==> src/hw/rtl/ps2mt_pkg.sv <==
// ----------------------------------------------------------------------------
// ps2mt_pkg
// Shared types, codes and helpers of the PS/2 mouse packet tracker.
// ----------------------------------------------------------------------------
package ps2mt_pkg;

   localparam int COORD_BITS_DEF = 12;
   localparam int SIZE_BITS      = 13;
   localparam int CSR_INDEX_BITS = 1;

   // register indexes
   localparam logic [CSR_INDEX_BITS-1:0] REG_SCREEN_WIDTH  = 1'b0;
   localparam logic [CSR_INDEX_BITS-1:0] REG_SCREEN_HEIGHT = 1'b1;

   // request kinds
   localparam logic REQ_DATA    = 1'b0;
   localparam logic REQ_CONSUME = 1'b1;

   localparam logic [SIZE_BITS-1:0] RESET_WIDTH  = 13'd1920;
   localparam logic [SIZE_BITS-1:0] RESET_HEIGHT = 13'd1080;
   localparam int RESET_X = 960;
   localparam int RESET_Y = 540;

   // header byte bit positions
   localparam int HDR_LEFT   = 0;
   localparam int HDR_SYNC   = 3;
   localparam int HDR_X_SIGN = 4;
   localparam int HDR_Y_SIGN = 5;
   localparam int HDR_X_OVF  = 6;
   localparam int HDR_Y_OVF  = 7;

   localparam logic signed [8:0] DELTA_MAX = 9'sd127;
   localparam logic signed [8:0] DELTA_MIN = -9'sd127;

   typedef struct packed {
      logic       done;
      logic [7:0] header;
      logic [7:0] dx;
      logic [7:0] dy;
   } frame_evt_type;

   // 9-bit two's complement delta; overflow saturates to +/-127
   function automatic logic signed [8:0] decode_delta(input logic [7:0] raw,
                                                      input logic sign,
                                                      input logic ovf);
      logic signed [8:0] d;
      d = $signed({sign, raw});
      if (ovf) begin
         d = sign ? DELTA_MIN : DELTA_MAX;
      end
      return d;
   endfunction

endpackage

==> src/hw/rtl/ps2mt_req_if.sv <==
// ----------------------------------------------------------------------------
// ps2mt_req_if
// Request channel: mouse data byte or consume-click request.
// ----------------------------------------------------------------------------
interface ps2mt_req_if;
   logic       valid;
   logic       ready;
   logic       req_type;
   logic [7:0] data_byte;

   modport source (output valid, output req_type, output data_byte, input ready);
   modport sink   (input valid, input req_type, input data_byte, output ready);
endinterface

==> src/hw/rtl/ps2mt_rsp_if.sv <==
// ----------------------------------------------------------------------------
// ps2mt_rsp_if
// Response channel: cursor state and consumed click.
// ----------------------------------------------------------------------------
interface ps2mt_rsp_if #(
   parameter int COORD_BITS = ps2mt_pkg::COORD_BITS_DEF
);
   logic                  valid;
   logic                  ready;
   logic [COORD_BITS-1:0] cursor_x;
   logic [COORD_BITS-1:0] cursor_y;
   logic                  left_down;
   logic                  right_down;
   logic                  middle_down;
   logic                  packet_done;
   logic                  click_taken;
   logic [COORD_BITS-1:0] taken_click_x;
   logic [COORD_BITS-1:0] taken_click_y;

   modport source (output valid, output cursor_x, output cursor_y, output left_down,
                   output right_down, output middle_down, output packet_done,
                   output click_taken, output taken_click_x, output taken_click_y,
                   input ready);
   modport sink   (input valid, input cursor_x, input cursor_y, input left_down,
                   input right_down, input middle_down, input packet_done,
                   input click_taken, input taken_click_x, input taken_click_y,
                   output ready);
endinterface

==> src/hw/rtl/ps2mt_frame.sv <==
// ----------------------------------------------------------------------------
// ps2mt_frame
// Packet framing: tracks byte phase, holds header and dx bytes.
// ----------------------------------------------------------------------------
module ps2mt_frame (
   input  logic                     clock,
   input  logic                     reset,
   input  logic                     accept,
   input  logic                     req_type,
   input  logic [7:0]               data_byte,
   output ps2mt_pkg::frame_evt_type evt
);

   localparam logic [1:0] PHASE_HEADER = 2'd0;
   localparam logic [1:0] PHASE_DX     = 2'd1;
   localparam logic [1:0] PHASE_DY     = 2'd2;

   logic [1:0] phase_ff, phase_in;
   logic [7:0] header_ff, header_in;
   logic [7:0] dx_ff, dx_in;
   logic       done;

   always_comb begin
      phase_in  = phase_ff;
      header_in = header_ff;
      dx_in     = dx_ff;
      done      = 1'b0;
      if (accept && req_type == ps2mt_pkg::REQ_DATA) begin
         case (phase_ff)
            PHASE_DX: begin
               dx_in    = data_byte;
               phase_in = PHASE_DY;
            end
            PHASE_DY: begin
               phase_in = PHASE_HEADER;
               done     = 1'b1;
            end
            default: begin
               // resync: a first byte without the always-one bit is dropped
               if (data_byte[ps2mt_pkg::HDR_SYNC]) begin
                  header_in = data_byte;
                  phase_in  = PHASE_DX;
               end else begin
                  phase_in = PHASE_HEADER;
               end
            end
         endcase
      end
   end

   always_ff @(posedge clock) begin
      if (reset) begin
         phase_ff  <= PHASE_HEADER;
         header_ff <= '0;
         dx_ff     <= '0;
      end else begin
         phase_ff  <= phase_in;
         header_ff <= header_in;
         dx_ff     <= dx_in;
      end
   end

   assign evt.done   = done;
   assign evt.header = header_ff;
   assign evt.dx     = dx_ff;
   assign evt.dy     = data_byte;

endmodule

==> src/hw/rtl/ps2mt_track.sv <==
// ----------------------------------------------------------------------------
// ps2mt_track
// Cursor position, button state, click latch and screen bound registers.
// ----------------------------------------------------------------------------
module ps2mt_track #(
   parameter int COORD_BITS = ps2mt_pkg::COORD_BITS_DEF
) (
   input  logic                                   clock,
   input  logic                                   reset,
   input  logic                                   csr_we,
   input  logic [ps2mt_pkg::CSR_INDEX_BITS-1:0]   csr_index,
   input  logic [ps2mt_pkg::SIZE_BITS-1:0]        csr_wdata,
   input  logic                                   accept,
   input  logic                                   req_type,
   input  ps2mt_pkg::frame_evt_type               evt,
   output logic [COORD_BITS-1:0]                  cursor_x,
   output logic [COORD_BITS-1:0]                  cursor_y,
   output logic [2:0]                             buttons,
   output logic                                   click_taken,
   output logic [COORD_BITS-1:0]                  taken_click_x,
   output logic [COORD_BITS-1:0]                  taken_click_y
);

   localparam int CALC_W = COORD_BITS + 2;
   localparam int LIM_W  = (COORD_BITS > ps2mt_pkg::SIZE_BITS) ?
                           COORD_BITS : ps2mt_pkg::SIZE_BITS;
   localparam logic [COORD_BITS-1:0] CoordMask = '1;
   localparam logic [COORD_BITS-1:0] ResetX = COORD_BITS'(ps2mt_pkg::RESET_X);
   localparam logic [COORD_BITS-1:0] ResetY = COORD_BITS'(ps2mt_pkg::RESET_Y);

   function automatic logic [COORD_BITS-1:0] bound_limit(
         input logic [ps2mt_pkg::SIZE_BITS-1:0] size);
      logic [LIM_W-1:0] m1;
      // zero size acts as one
      m1 = (size == '0) ? '0 : LIM_W'(size - 1'b1);
      if (m1 > LIM_W'(CoordMask)) begin
         m1 = LIM_W'(CoordMask);
      end
      return COORD_BITS'(m1);
   endfunction

   function automatic logic [COORD_BITS-1:0] clamp_coord(
         input logic signed [CALC_W-1:0] v,
         input logic [COORD_BITS-1:0]    lim);
      if (v < 0) begin
         return '0;
      end else if (v[CALC_W-2:0] > {1'b0, lim}) begin
         return lim;
      end else begin
         return v[COORD_BITS-1:0];
      end
   endfunction

   logic [ps2mt_pkg::SIZE_BITS-1:0] width_ff, height_ff;
   logic [COORD_BITS-1:0] pos_x_ff, pos_x_in, pos_y_ff, pos_y_in;
   logic [2:0]            btn_ff, btn_in;
   logic                  pend_ff, pend_in;
   logic [COORD_BITS-1:0] col_ff, col_in, row_ff, row_in;

   logic signed [8:0]        dx, dy;
   logic signed [CALC_W-1:0] nx, ny;
   logic [COORD_BITS-1:0]    cx, cy;

   always_comb begin
      dx = ps2mt_pkg::decode_delta(evt.dx, evt.header[ps2mt_pkg::HDR_X_SIGN],
                                   evt.header[ps2mt_pkg::HDR_X_OVF]);
      dy = ps2mt_pkg::decode_delta(evt.dy, evt.header[ps2mt_pkg::HDR_Y_SIGN],
                                   evt.header[ps2mt_pkg::HDR_Y_OVF]);
      nx = $signed({2'b00, pos_x_ff}) + CALC_W'(dx);
      ny = $signed({2'b00, pos_y_ff}) - CALC_W'(dy);
      cx = clamp_coord(nx, bound_limit(width_ff));
      cy = clamp_coord(ny, bound_limit(height_ff));
   end

   always_comb begin
      pos_x_in      = pos_x_ff;
      pos_y_in      = pos_y_ff;
      btn_in        = btn_ff;
      pend_in       = pend_ff;
      col_in        = col_ff;
      row_in        = row_ff;
      click_taken   = 1'b0;
      taken_click_x = '0;
      taken_click_y = '0;
      if (accept) begin
         if (req_type == ps2mt_pkg::REQ_CONSUME) begin
            if (pend_ff) begin
               click_taken   = 1'b1;
               taken_click_x = col_ff;
               taken_click_y = row_ff;
               pend_in       = 1'b0;
            end
         end else if (evt.done) begin
            pos_x_in = cx;
            pos_y_in = cy;
            // left press edge latches the new position
            if (evt.header[ps2mt_pkg::HDR_LEFT] && !btn_ff[0]) begin
               pend_in = 1'b1;
               col_in  = cx;
               row_in  = cy;
            end
            btn_in = evt.header[2:0];
         end
      end
   end

   always_ff @(posedge clock) begin
      if (reset) begin
         width_ff  <= ps2mt_pkg::RESET_WIDTH;
         height_ff <= ps2mt_pkg::RESET_HEIGHT;
         pos_x_ff  <= ResetX;
         pos_y_ff  <= ResetY;
         btn_ff    <= '0;
         pend_ff   <= 1'b0;
         col_ff    <= ResetX;
         row_ff    <= ResetY;
      end else begin
         if (csr_we && csr_index == ps2mt_pkg::REG_SCREEN_WIDTH) begin
            width_ff <= csr_wdata;
         end
         if (csr_we && csr_index == ps2mt_pkg::REG_SCREEN_HEIGHT) begin
            height_ff <= csr_wdata;
         end
         pos_x_ff <= pos_x_in;
         pos_y_ff <= pos_y_in;
         btn_ff   <= btn_in;
         pend_ff  <= pend_in;
         col_ff   <= col_in;
         row_ff   <= row_in;
      end
   end

   assign cursor_x = pos_x_in;
   assign cursor_y = pos_y_in;
   assign buttons  = btn_in;

endmodule

==> src/hw/rtl/ps2mt_skid.sv <==
// ----------------------------------------------------------------------------
// ps2mt_skid
// Two-entry output register with skid slot; ready is registered.
// ----------------------------------------------------------------------------
module ps2mt_skid #(
   parameter int DATA_W = 8
) (
   input  logic              clock,
   input  logic              reset,
   input  logic              in_valid,
   output logic              in_ready,
   input  logic [DATA_W-1:0] in_data,
   output logic              out_valid,
   input  logic              out_ready,
   output logic [DATA_W-1:0] out_data
);

   logic              main_valid_ff, main_valid_in;
   logic              skid_valid_ff, skid_valid_in;
   logic [DATA_W-1:0] main_data_ff, main_data_in;
   logic [DATA_W-1:0] skid_data_ff, skid_data_in;
   logic              taken, accept;

   assign in_ready = !skid_valid_ff;
   assign accept   = in_valid && in_ready;
   assign taken    = main_valid_ff && out_ready;

   always_comb begin
      main_valid_in = main_valid_ff;
      main_data_in  = main_data_ff;
      skid_valid_in = skid_valid_ff;
      skid_data_in  = skid_data_ff;
      if (skid_valid_ff) begin
         if (taken) begin
            main_valid_in = 1'b1;
            main_data_in  = skid_data_ff;
            skid_valid_in = 1'b0;
         end
      end else if (accept) begin
         if (!main_valid_ff || taken) begin
            main_valid_in = 1'b1;
            main_data_in  = in_data;
         end else begin
            skid_valid_in = 1'b1;
            skid_data_in  = in_data;
         end
      end else if (taken) begin
         main_valid_in = 1'b0;
      end
   end

   always_ff @(posedge clock) begin
      if (reset) begin
         main_valid_ff <= 1'b0;
         skid_valid_ff <= 1'b0;
      end else begin
         main_valid_ff <= main_valid_in;
         skid_valid_ff <= skid_valid_in;
      end
      main_data_ff <= main_data_in;
      skid_data_ff <= skid_data_in;
   end

   assign out_valid = main_valid_ff;
   assign out_data  = main_data_ff;

endmodule

==> src/hw/rtl/ps2_mouse_packet_tracker_top.sv <==
// ----------------------------------------------------------------------------
// ps2_mouse_packet_tracker_top
// Responses are registered; state updates in a single pass.
// One request per cycle while the skid slot is empty.
// A two-entry output stage keeps accepting while one response waits.
// Reset (synchronous): cursor 960/540, bounds 1920x1080, no click pending.
// ----------------------------------------------------------------------------
module ps2_mouse_packet_tracker_top #(
   parameter int COORD_BITS = ps2mt_pkg::COORD_BITS_DEF
) (
   input  logic                                 clock,
   input  logic                                 reset,
   input  logic                                 csr_we,
   input  logic [ps2mt_pkg::CSR_INDEX_BITS-1:0] csr_index,
   input  logic [ps2mt_pkg::SIZE_BITS-1:0]      csr_wdata,
   ps2mt_req_if.sink                            req_if,
   ps2mt_rsp_if.source                          rsp_if
);

   localparam int RSP_W = 4 * COORD_BITS + 5;

   logic                     accept;
   ps2mt_pkg::frame_evt_type evt;
   logic [COORD_BITS-1:0]    cursor_x, cursor_y, taken_x, taken_y;
   logic [2:0]               buttons;
   logic                     taken;
   logic [RSP_W-1:0]         rsp_in, rsp_out;

   assign accept = req_if.valid && req_if.ready;

   ps2mt_frame u_frame (
      .clock     (clock),
      .reset     (reset),
      .accept    (accept),
      .req_type  (req_if.req_type),
      .data_byte (req_if.data_byte),
      .evt       (evt)
   );

   ps2mt_track #(
      .COORD_BITS (COORD_BITS)
   ) u_track (
      .clock         (clock),
      .reset         (reset),
      .csr_we        (csr_we),
      .csr_index     (csr_index),
      .csr_wdata     (csr_wdata),
      .accept        (accept),
      .req_type      (req_if.req_type),
      .evt           (evt),
      .cursor_x      (cursor_x),
      .cursor_y      (cursor_y),
      .buttons       (buttons),
      .click_taken   (taken),
      .taken_click_x (taken_x),
      .taken_click_y (taken_y)
   );

   assign rsp_in = {cursor_x, cursor_y, buttons, evt.done, taken, taken_x, taken_y};

   ps2mt_skid #(
      .DATA_W (RSP_W)
   ) u_skid (
      .clock     (clock),
      .reset     (reset),
      .in_valid  (req_if.valid),
      .in_ready  (req_if.ready),
      .in_data   (rsp_in),
      .out_valid (rsp_if.valid),
      .out_ready (rsp_if.ready),
      .out_data  (rsp_out)
   );

   assign {rsp_if.cursor_x, rsp_if.cursor_y,
           rsp_if.middle_down, rsp_if.right_down, rsp_if.left_down,
           rsp_if.packet_done, rsp_if.click_taken,
           rsp_if.taken_click_x, rsp_if.taken_click_y} = rsp_out;

endmodule

==> src/flat_wrapper.sv <==
// flat-port wrapper written by rule: the top's interface ports become plain ports
module ps2_mouse_packet_tracker_top_flat 
#(
   parameter int COORD_BITS = ps2mt_pkg::COORD_BITS_DEF
)
  (clock, reset, csr_we, csr_index, csr_wdata, req_if_valid, req_if_req_type, req_if_data_byte, req_if_ready, rsp_if_valid, rsp_if_cursor_x, rsp_if_cursor_y, rsp_if_left_down, rsp_if_right_down, rsp_if_middle_down, rsp_if_packet_done, rsp_if_click_taken, rsp_if_taken_click_x, rsp_if_taken_click_y, rsp_if_ready);
  ps2mt_req_if req_if_i ();
  ps2mt_rsp_if #(.COORD_BITS(COORD_BITS)) rsp_if_i ();
  input  logic clock;
  input  logic reset;
  input  logic csr_we;
  input  logic [ps2mt_pkg::CSR_INDEX_BITS-1:0] csr_index;
  input  logic [ps2mt_pkg::SIZE_BITS-1:0] csr_wdata;
  input wire logic [$bits(req_if_i.valid)-1:0] req_if_valid;
  input wire logic [$bits(req_if_i.req_type)-1:0] req_if_req_type;
  input wire logic [$bits(req_if_i.data_byte)-1:0] req_if_data_byte;
  output wire logic [$bits(req_if_i.ready)-1:0] req_if_ready;
  output wire logic [$bits(rsp_if_i.valid)-1:0] rsp_if_valid;
  output wire logic [$bits(rsp_if_i.cursor_x)-1:0] rsp_if_cursor_x;
  output wire logic [$bits(rsp_if_i.cursor_y)-1:0] rsp_if_cursor_y;
  output wire logic [$bits(rsp_if_i.left_down)-1:0] rsp_if_left_down;
  output wire logic [$bits(rsp_if_i.right_down)-1:0] rsp_if_right_down;
  output wire logic [$bits(rsp_if_i.middle_down)-1:0] rsp_if_middle_down;
  output wire logic [$bits(rsp_if_i.packet_done)-1:0] rsp_if_packet_done;
  output wire logic [$bits(rsp_if_i.click_taken)-1:0] rsp_if_click_taken;
  output wire logic [$bits(rsp_if_i.taken_click_x)-1:0] rsp_if_taken_click_x;
  output wire logic [$bits(rsp_if_i.taken_click_y)-1:0] rsp_if_taken_click_y;
  input wire logic [$bits(rsp_if_i.ready)-1:0] rsp_if_ready;
  assign req_if_i.valid = req_if_valid;
  assign req_if_i.req_type = req_if_req_type;
  assign req_if_i.data_byte = req_if_data_byte;
  assign req_if_ready = req_if_i.ready;
  assign rsp_if_valid = rsp_if_i.valid;
  assign rsp_if_cursor_x = rsp_if_i.cursor_x;
  assign rsp_if_cursor_y = rsp_if_i.cursor_y;
  assign rsp_if_left_down = rsp_if_i.left_down;
  assign rsp_if_right_down = rsp_if_i.right_down;
  assign rsp_if_middle_down = rsp_if_i.middle_down;
  assign rsp_if_packet_done = rsp_if_i.packet_done;
  assign rsp_if_click_taken = rsp_if_i.click_taken;
  assign rsp_if_taken_click_x = rsp_if_i.taken_click_x;
  assign rsp_if_taken_click_y = rsp_if_i.taken_click_y;
  assign rsp_if_i.ready = rsp_if_ready;
  ps2_mouse_packet_tracker_top #(.COORD_BITS(COORD_BITS)) u_core (.clock(clock), .reset(reset), .csr_we(csr_we), .csr_index(csr_index), .csr_wdata(csr_wdata), .req_if(req_if_i), .rsp_if(rsp_if_i));
endmodule
==> config.mk <==
export PLATFORM = sky130hd
export DESIGN_NAME = ps2_mouse_packet_tracker_top_flat
export DESIGN_NICKNAME = d
export VERILOG_FILES = /design/src/hw/rtl/ps2mt_pkg.sv /design/src/hw/rtl/ps2mt_req_if.sv /design/src/hw/rtl/ps2mt_rsp_if.sv /design/src/hw/rtl/ps2mt_frame.sv /design/src/hw/rtl/ps2mt_track.sv /design/src/hw/rtl/ps2mt_skid.sv /design/src/hw/rtl/ps2_mouse_packet_tracker_top.sv /design/src/flat_wrapper.sv
export SDC_FILE = /design/constraint.sdc
export NUM_CORES = 1
export LEC_CHECK = 0
export BUFFER_PORTS_ARGS = -buffer_cell sky130_fd_sc_hd__buf_2
export CAP_MARGIN = 20
export CELL_PAD_IN_SITES_DETAIL_PLACEMENT = 0
export CELL_PAD_IN_SITES_GLOBAL_PLACEMENT = 2
export CORE_UTILIZATION = 42
export DETAILED_ROUTE_END_ITERATION = 8
export PLACE_DENSITY_LB_ADDON = 0.1
export SLEW_MARGIN = 10
export SYNTH_ARGS = -nofsm -noshare
export SYNTH_HDL_FRONTEND = slang
export SYNTH_SLANG_ARGS = --single-unit
==> constraint.sdc <==
create_clock -name clock -period 9.1 [get_ports clock]
set_input_delay 1.365 -clock clock [delete_from_list [all_inputs] [get_ports clock]]
set_output_delay 1.365 -clock clock [all_outputs]
set_load 0.02 [all_outputs]
==> results of run 1 <==
-- layout make-up --
class,count,area (µm²)
fill,2389,12400
sequential,203,5120
multi-input combinational,746,4960
clock buffer,30,664
timing repair buffer,92,485
tap,324,405
inverter,58,218
clock inverter,14,130
antenna,1,2.50
-- power breakdown --
part | switching [mW] | internal (mW)
clock network | 0.373 | 0.575
registers | 0.0166 | 0.993
logic | 0.209 | 0.117
total | 0.599 | 1.68
-- cells by family (layout without fill, tap and decap cells) --
kind of cell               Yosys count  in the layout  share of synthesized area
and+or+nand+nor                    337            337                      0.151
AOI/OAI and AO/OA                  254            254                      0.155
DFF                                203            203                      0.490
buffers and inverters              106            194                     0.0384
muxes                               64             64                     0.0654
adders and majority gates           57             57                     0.0693
xor gates and xnor gates            34             34                     0.0310
other                                0              1                          0
-- metrics by stage --
step / utilization / hold slack, ps / setup WS [ps]
4_1_cts: 0.491 / 447 / 3590
3_3_place_gp: 0.459 / 436 / 3140
5_1_grt: 0.491 / 460 / 3260
3_5_place_dp: 0.459 / 440 / 3080
6_report: 0.491 / 441 / 3520
2_1_floorplan: - / 411 / 3200
-- worst min-delay path by stage --
stage,to,from,cells past startpoint
after floorplan,u_core.u_track.row_ff[0]$_SDFFE_PP0P_,u_core.u_track.row_ff[0]$_SDFFE_PP0P_,2
after detailed placement,u_core.u_track.col_ff[5]$_SDFFE_PP0P_,u_core.u_track.col_ff[5]$_SDFFE_PP0P_,2
after global routing,u_core.u_track.col_ff[3]$_SDFFE_PP0P_,u_core.u_track.col_ff[3]$_SDFFE_PP0P_,2
after global placement,u_core.u_track.col_ff[11]$_SDFFE_PP0P_,u_core.u_track.col_ff[11]$_SDFFE_PP0P_,2
final,u_core.u_track.col_ff[5]$_SDFFE_PP0P_,u_core.u_track.col_ff[5]$_SDFFE_PP0P_,2
after CTS,u_core.u_track.col_ff[5]$_SDFFE_PP0P_,u_core.u_track.col_ff[5]$_SDFFE_PP0P_,2
-- layer usage --
layer  routed length (µm)  GRT usage  vias to the layer above  part of all wire
met1                13300      0.305                     3603              0.53
met2                10600      0.295                      158              0.42
met3                 1080     0.0275                       28             0.043
met4                  363     0.0416                        0             0.014
met5                    0          0                        -                 0
li1                     -          -                     3981                 -
-- registers in the layout (all words and copies together) (netlist names), 2 cells and up --
name,cells
u_core.u_skid.out_data,53
u_core.u_skid.skid_data_ff,53
u_core.u_track.height_ff,13
u_core.u_track.width_ff,13
u_core.u_track.col_ff,12
u_core.u_track.pos_x_ff,12
u_core.u_track.pos_y_ff,12
u_core.u_track.row_ff,12
u_core.u_frame.dx_ff,8
u_core.u_frame.header_ff,7
u_core.u_track.btn_ff,3
u_core.u_frame.phase_ff,2
-- layout by cell type, fill, tap and decap left out, drive strengths merged, types with 4 or more instances in the layout --
master / instances
o31ai: 15
clkbuf: 30
a21oi: 85
mux2: 35
clkinv: 10
o221ai: 12
nor2b: 11
nand3: 20
a211o: 6
ha: 54
a211oi: 9
mux2i: 29
a22o: 8
and2: 4
nor3: 14
and3: 32
a31oi: 9
a21o: 11
o21a: 7
buf: 92
nor4: 8
or3: 7
dfxtp: 97
nand2: 168
nand3b: 10
nor2: 44
o21ai: 64
xor2: 8
or2: 4
edfxtp: 106
inv: 58
o211ai: 4
nand2b: 6
xnor2: 26
-- worst register-to-register path: stages (launching register included) --
cell and delay (ps):
sky130_fd_sc_hd__dfxtp_1 580, sky130_fd_sc_hd__nand2b_1 240, sky130_fd_sc_hd__o21ai_0 210, sky130_fd_sc_hd__ha_1 350
sky130_fd_sc_hd__a211oi_1 320, sky130_fd_sc_hd__o21a_1 210, sky130_fd_sc_hd__o32a_1 200, sky130_fd_sc_hd__nand2b_1 70
sky130_fd_sc_hd__a21oi_1 190, sky130_fd_sc_hd__xnor2_1 180, sky130_fd_sc_hd__ha_1 300, sky130_fd_sc_hd__a21oi_1 130
sky130_fd_sc_hd__a21oi_1 80, sky130_fd_sc_hd__a211oi_1 230, sky130_fd_sc_hd__a21oi_1 140, sky130_fd_sc_hd__nor3_2 860
sky130_fd_sc_hd__mux2i_1 620, sky130_fd_sc_hd__o221ai_1 220
==> results.txt, run 1 <==
----------------------------------------------------
[Clocking]
  Post-CTS setup buffer count ... 0
  H-tree levels ... 1
  Number of buffers added to fix hold violations after cts ... 0
  Clk buf depth ... 3
  Post-cts sizing count ... 0
  Number of buffers added by the clock tree synthesis step ... 24
  Clock tree from TritonCTS ... yes
  Register clock-pin slew on the reported worst setup and hold paths ... 60 ps
  Clock Tree Root ... sky130_fd_sc_hd__clkbuf_16
  Sink count of the clock tree ... 203
  Clk_lat worst skew ... 510 ps

[Floorplan]
  Rows ... 57
  Horizontal extent of the die ... 160 µm
  Ports ... 83
  Die height ... 160 µm
  Starting utilization of the core area ... 0.429
  Die footprint ... 25600 µm²
  Area of the core ... 24400 µm²

[Place]
  Post-detail-place hpwl ... 18.7 mm
  Post-Place Cell Area ... 11200 µm²
  Port Buffer Count ... 82
  Total instance count after detailed placement ... 1423
  Final Wtd Congestion ... 0.910

[Layout]
  Layout net count ... 1209
  Finished Cell Area ... 12000 µm²
  Relative area change from synthesis to final layout ... 14.5%
  Share of layout cells above drive strength 1 ... 0.161
  Final Non-Filler Cells ... 1468

[Setup path]
  Capture point of the critical path ... u_core.u_skid.out_data[38]$_DFFE_PP_
  Family of cells with the greatest summed delay on the critical path ... compound AO/OA/AOI/OAI gates
  Endpoint kind of the worst setup timing path ... register
  Worst Path Required ... 9360 ps
  Type of the worst setup path ... input pin to register
  Register-to-Register Setup Slack ... 3700 ps
  CP cell instances ... buf_2 -> or2_2 -> ha_1 -> inv_1 -> fa_1 -> a211oi_1 -> o21ai_0 -> a31oi_1 -> xor2_1 -> inv_1 -> ha_1 -> and3_1 -> a221oi_1 -> nand3_1 -> a211oi_2 -> buf_4 -> mux2i_1 -> nor3_1 -> o22a_1
  Longest individual stage delay on the worst path ... 540 ps
  Crit path buffers/inverters ... 4
  Beginning of the critical path ... req_if_data_byte[0]
  End of the worst register-to-register path ... u_core.u_skid.out_data[48]$_DFFE_PP_
  Critical Path Stages ... 19
  Worst Reg2Reg Path Length in Cells ... 17
  Signal arrival time at the worst endpoint ... 5840 ps
  Crit path launch type ... input pin
  Startpoint of the most critical register-to-register path ... u_core.u_frame.header_ff[4]$_SDFFE_PP0P_
  Crit path max-delay cell type ... sky130_fd_sc_hd__a211oi_2
  Worst-path fanout max ... 7

[STA]
  Max Clock Freq ... 179 MHz
  Final number of setup-violating endpoints ... 0
  Worst Tran Pin Value ... 1030 ps
  Crit share post-route ... 0.613
  Final count of hold timing violations ... 0
  Max-slew violations ... 0
  Unrepaired setup endpoints after global routing ... false
  Post-route minimum period ... 5580 ps
  Total negative slack ... 0 ps
  Relative slew slack ... 0.307
  Worst-case clock skew ... 13.0 ps

[Routing]
  Final ANT Viol Nets ... 0
  Mean number of vias per cell ... 5.29
  TritonRoute pass-1 iters ... 5
  1st-iter DRT viols ... 434
  DR DRC count ... 0
  Routed len/inst ... 17.3 µm
  Detailed Route WL ... 25.4 mm
  Vias ... 7770

[Logic synthesis]
  Post-synth top cells ... 168 x sky130_fd_sc_hd__nand2_1, 106 x sky130_fd_sc_hd__edfxtp_1, 97 x sky130_fd_sc_hd__dfxtp_1, 84 x sky130_fd_sc_hd__a21oi_1, 57 x sky130_fd_sc_hd__inv_1
  Post-synthesis sequential area ratio ... 0.490
  Post-Synthesis Cells ... 1055
  Synth area leaders ... sky130_fd_sc_hd__edfxtp_1 30%, sky130_fd_sc_hd__dfxtp_1 19%, sky130_fd_sc_hd__ha_1 6.5%, sky130_fd_sc_hd__nand2_1 6.0%, sky130_fd_sc_hd__a21oi_1 4.0%
  Synthesized cell area ... 10500 µm²
  Cell type with the highest aggregate area in the netlist ... sky130_fd_sc_hd__edfxtp_1
  Post-Syn Nets ... 1139
  Syn avg cell area ... 9.92 µm²
  EDFF count, synth ... 106
  Total of warnings raised by yosys ... 0
  Cell with the most instances after synthesis ... sky130_fd_sc_hd__nand2_1
  Share of flip-flops with an asynchronous set or reset ... 0
  Prevailing post-synth register cell ... sky130_fd_sc_hd__edfxtp_1
  Synth top area share ... 0.304
  Post-synthesis sequential element count ... 203
  Number of unique standard cell types used by synthesis ... 69

[Min path]
  Class of the worst hold path ... register to register

[Power and ir drop]
  Power per cell area ... 190 nW/µm²
  Leakage ... 4.87 nW
  IR Drop Worst-Case VDD ... 0.000117 V
  Overall power consumption ... 2.28 mW

[GRT]
  Remaining global-route overflow ... 0
  Number of antenna violations at the first check in global routing ... 1
  Gr usage total ... 0.198
  Pin count of the biggest net entering global routing ... 88
  Via count of the first global-routing pass ... 7343
  Wire length of the first global-routing pass ... 40.7 mm

[Run]
  Max-cap violation count ... 0

[Run status]
  Status ... complete, no violations

----------------------------------------------------
No activity file was read; power rests on OpenSTA's default activity.
==> inputs of run 2 (changes only) <==
--- a/config.mk
+++ b/config.mk
@@ -9,7 +9,7 @@
 export CAP_MARGIN = 20
 export CELL_PAD_IN_SITES_DETAIL_PLACEMENT = 0
 export CELL_PAD_IN_SITES_GLOBAL_PLACEMENT = 2
-export CORE_UTILIZATION = 42
+export CORE_UTILIZATION = 35
 export DETAILED_ROUTE_END_ITERATION = 8
 export PLACE_DENSITY_LB_ADDON = 0.1
 export SLEW_MARGIN = 10
==> constraint.sdc (replaced) <==
create_clock -name clock -period 4.7 [get_ports clock]
set_input_delay 0.705 -clock clock [delete_from_list [all_inputs] [get_ports clock]]
set_output_delay 0.705 -clock clock [all_outputs]
set_load 0.02 [all_outputs]
==> run 2 against run 1 <==
  * Final cell count rose by 8.0%
  * Die area up 20%
  * Register-to-register slack got worse by 3500 ps
  * Flip-flop and latch count is the same
  * Core utilization shrank 5.8 points
  * Worst setup slack worse by 3300 ps
  * Clock skew increased by 2.5 ps
  * Critical path depth decreased by 1
  * Power grew 98%
  * Sequential power increased by 93%
  * Clock-buffer cell count rose by 6
  * Critical endpoint is now u_core.u_skid.out_data[32]$_DFFE_PP_
  * Largest cell class unchanged
==> results.txt, run 2 (synthesis results as in run 1) <==
----------------------------------------------------
[Power and ir drop]
  Net switching power of the design ... 1.22 mW
  IR Drop Worst-Case VDD ... 0.000215 V
  Combinational share of power ... 0.182
  Clock power share ... 0.387
  Cell internal power dissipation ... 3.31 mW
  Part of the total power dissipated in sequential elements ... 0.431
  Power per cell area ... 359 nW/µm²
  Overall power consumption ... 4.53 mW
  Leakage ... 5.15 nW
  Net switching fraction of the power ... 0.269

[Setup path]
  Type of the worst setup path ... register to register
  Signal arrival time at the worst endpoint ... 4790 ps
  Endpoint kind of the worst setup timing path ... register
  Worst-path fanout max ... 7
  Crit path launch type ... register
  Worst Path Required ... 4960 ps

[Clocking]
  Number of buffers added to fix hold violations after cts ... 0
  Clock Tree Root ... sky130_fd_sc_hd__clkbuf_16
  Clock tree from TritonCTS ... yes
  Number of buffers added by the clock tree synthesis step ... 24
  Sink count of the clock tree ... 203
  Clk_lat worst skew ... 520 ps
  H-tree levels ... 1
  Register clock-pin slew on the reported worst setup and hold paths ... 60 ps
  Clk buf depth ... 3

[Layout]
  Total inserted antenna cells ... 0
  Most used cells in the layout excluding fill and tap cells ... 167 x sky130_fd_sc_hd__nand2_1, 106 x sky130_fd_sc_hd__edfxtp_1, 95 x sky130_fd_sc_hd__dfxtp_1
  Layout fillers ... 2925
  Area taken by multi-input logic gates ... 5070 µm²
  Layout net count ... 1269
  Most common library cell in the layout ignoring fill and taps ... sky130_fd_sc_hd__nand2_1
  Relative area change from synthesis to final layout ... 20.5%
  Register Area ... 5130 µm²
  Final Core Density ... 0.433
  Share of layout cells above drive strength 1 ... 0.215

[GRT]
  Number of antenna violations at the first check in global routing ... 1
  Wire length of the first global-routing pass ... 43.0 mm
  Via count of the first global-routing pass ... 7658
  Remaining global-route overflow ... 0
  Pin count of the biggest net entering global routing ... 55
  Gr usage total ... 0.177

[STA]
  Final number of setup-violating endpoints ... 0
  Max Clock Freq ... 221 MHz
  Crit share post-route ... 0.963
  Max-slew violations ... 0
  Worst-case clock skew ... 15.4 ps
  Relative slew slack ... 0.466
  Final count of hold timing violations ... 0
  Post-route minimum period ... 4520 ps
  Worst Tran Pin Value ... 801 ps

[Run status]
  Status ... complete, no violations

[Floorplan]
  Area of the core ... 29100 µm²
  Horizontal extent of the die ... 175 µm
  Ports ... 83
  Starting utilization of the core area ... 0.360
  Rows ... 62
  Die height ... 175 µm
  Die footprint ... 30600 µm²

[Run]
  Max-cap violation count ... 0

[Routing]
  DR DRC count ... 0
  Vias ... 7946
  TritonRoute pass-1 iters ... 4
  Mean number of vias per cell ... 5.01
  Routed len/inst ... 17.0 µm
  1st-iter DRT viols ... 407
  Final ANT Viol Nets ... 0
  Detailed Route WL ... 27.0 mm

[Min path]
  Class of the worst hold path ... input pin to register

[Place]
  Port Buffer Count ... 82
  Final Wtd Congestion ... 0.760
  Post-detail-place hpwl ... 19.9 mm

----------------------------------------------------
## run 2: changes by cell type in the layout (fill, tap and decap cells not counted), moves of 4 or more
cell / previous run / this run
sky130_fd_sc_hd__mux2i_1: 29 / 21
sky130_fd_sc_hd__mux2i_2: 0 / 6
sky130_fd_sc_hd__clkbuf_1: 3 / 10
sky130_fd_sc_hd__buf_4: 10 / 66
sky130_fd_sc_hd__o21ai_0: 30 / 26
## run 2: power by group through the flow
| stage | registers, mW | clock network, mW | logic [mW] |
|---|---|---|---|
| 5_1_grt | 1.96 | 1.88 | 0.900 |
| 4_1_cts | 1.95 | 1.81 | 0.771 |
| 3_5_place_dp | 1.99 | 0 | 0.768 |
| 3_3_place_gp | 1.99 | 0 | 0.769 |
| 2_1_floorplan | 2.03 | 0 | 0.411 |
| 6_report | 1.95 | 1.75 | 0.824 |
## run 2: critical path, cell delays in order, from the launching register on
cell,delay (ps)
sky130_fd_sc_hd__dfxtp_1,320
sky130_fd_sc_hd__buf_4,170
sky130_fd_sc_hd__nor2_1,180
sky130_fd_sc_hd__a21oi_1,70
sky130_fd_sc_hd__ha_1,330
sky130_fd_sc_hd__o21a_1,120
sky130_fd_sc_hd__o31a_1,110
sky130_fd_sc_hd__o41a_1,370
sky130_fd_sc_hd__a21oi_1,250
sky130_fd_sc_hd__xnor2_1,200
sky130_fd_sc_hd__ha_1,290
sky130_fd_sc_hd__and3_1,200
sky130_fd_sc_hd__a221oi_2,300
sky130_fd_sc_hd__nand3_2,140
sky130_fd_sc_hd__a211oi_4,370
sky130_fd_sc_hd__buf_12,180
sky130_fd_sc_hd__mux2i_1,290
sky130_fd_sc_hd__nor3_2,90
sky130_fd_sc_hd__a211o_1,290
## run 2: timing repair
item,4_1_cts,5_1_grt
gates resized for setup,0,33
setup endpoints to repair,0,75
buffers inserted,0,3
hold endpoints to repair,0,0
## run 2: worst paths after layout
path                                             from                                 endpoint  slack, ps  cells after the start
max          u_core.u_frame.header_ff[5]$_SDFFE_PP0P_     u_core.u_skid.out_data[32]$_DFFE_PP_        180                     18
min reg2reg     u_core.u_track.col_ff[5]$_SDFFE_PP0P_    u_core.u_track.col_ff[5]$_SDFFE_PP0P_        440                      2
min                                      csr_wdata[9]  u_core.u_track.width_ff[9]$_SDFFE_PP1P_        440                      3
max reg2reg  u_core.u_frame.header_ff[5]$_SDFFE_PP0P_     u_core.u_skid.out_data[32]$_DFFE_PP_        180                     18
## run 2: stage by stage
step	hold WS (ps)	instance area [µm²]	cells	setup WS (ps)	TNS, ps
5_1_grt	436	12600	1586	-42.3	-178
3_5_place_dp	434	11700	1538	-255	-4230
6_report	437	12600	1586	176	0
3_3_place_gp	432	11700	1538	-143	-1020
2_1_floorplan	411	10500	1055	47.5	0
4_1_cts	412	12400	1581	15.4	0
## run 2: final cells by class
class                           count  area share
Multi-Input combinational cell    746       0.402
Tap cell                          384      0.0381
Sequential cell                   203       0.407
Clock inverter                      7     0.00595
Clock buffer                       36      0.0528
Inverter                           58      0.0173
Timing Repair Buffer              152      0.0772
## run 2: per-layer routing
metal | track usage | wire [µm] | up-vias
li1 | - | - | 4081
met1 | 0.265 | 13900 | 3701
met2 | 0.270 | 11700 | 132
met3 | 0.0244 | 870 | 30
met4 | 0.0351 | 397 | 2
met5 | 0 | 10 | -
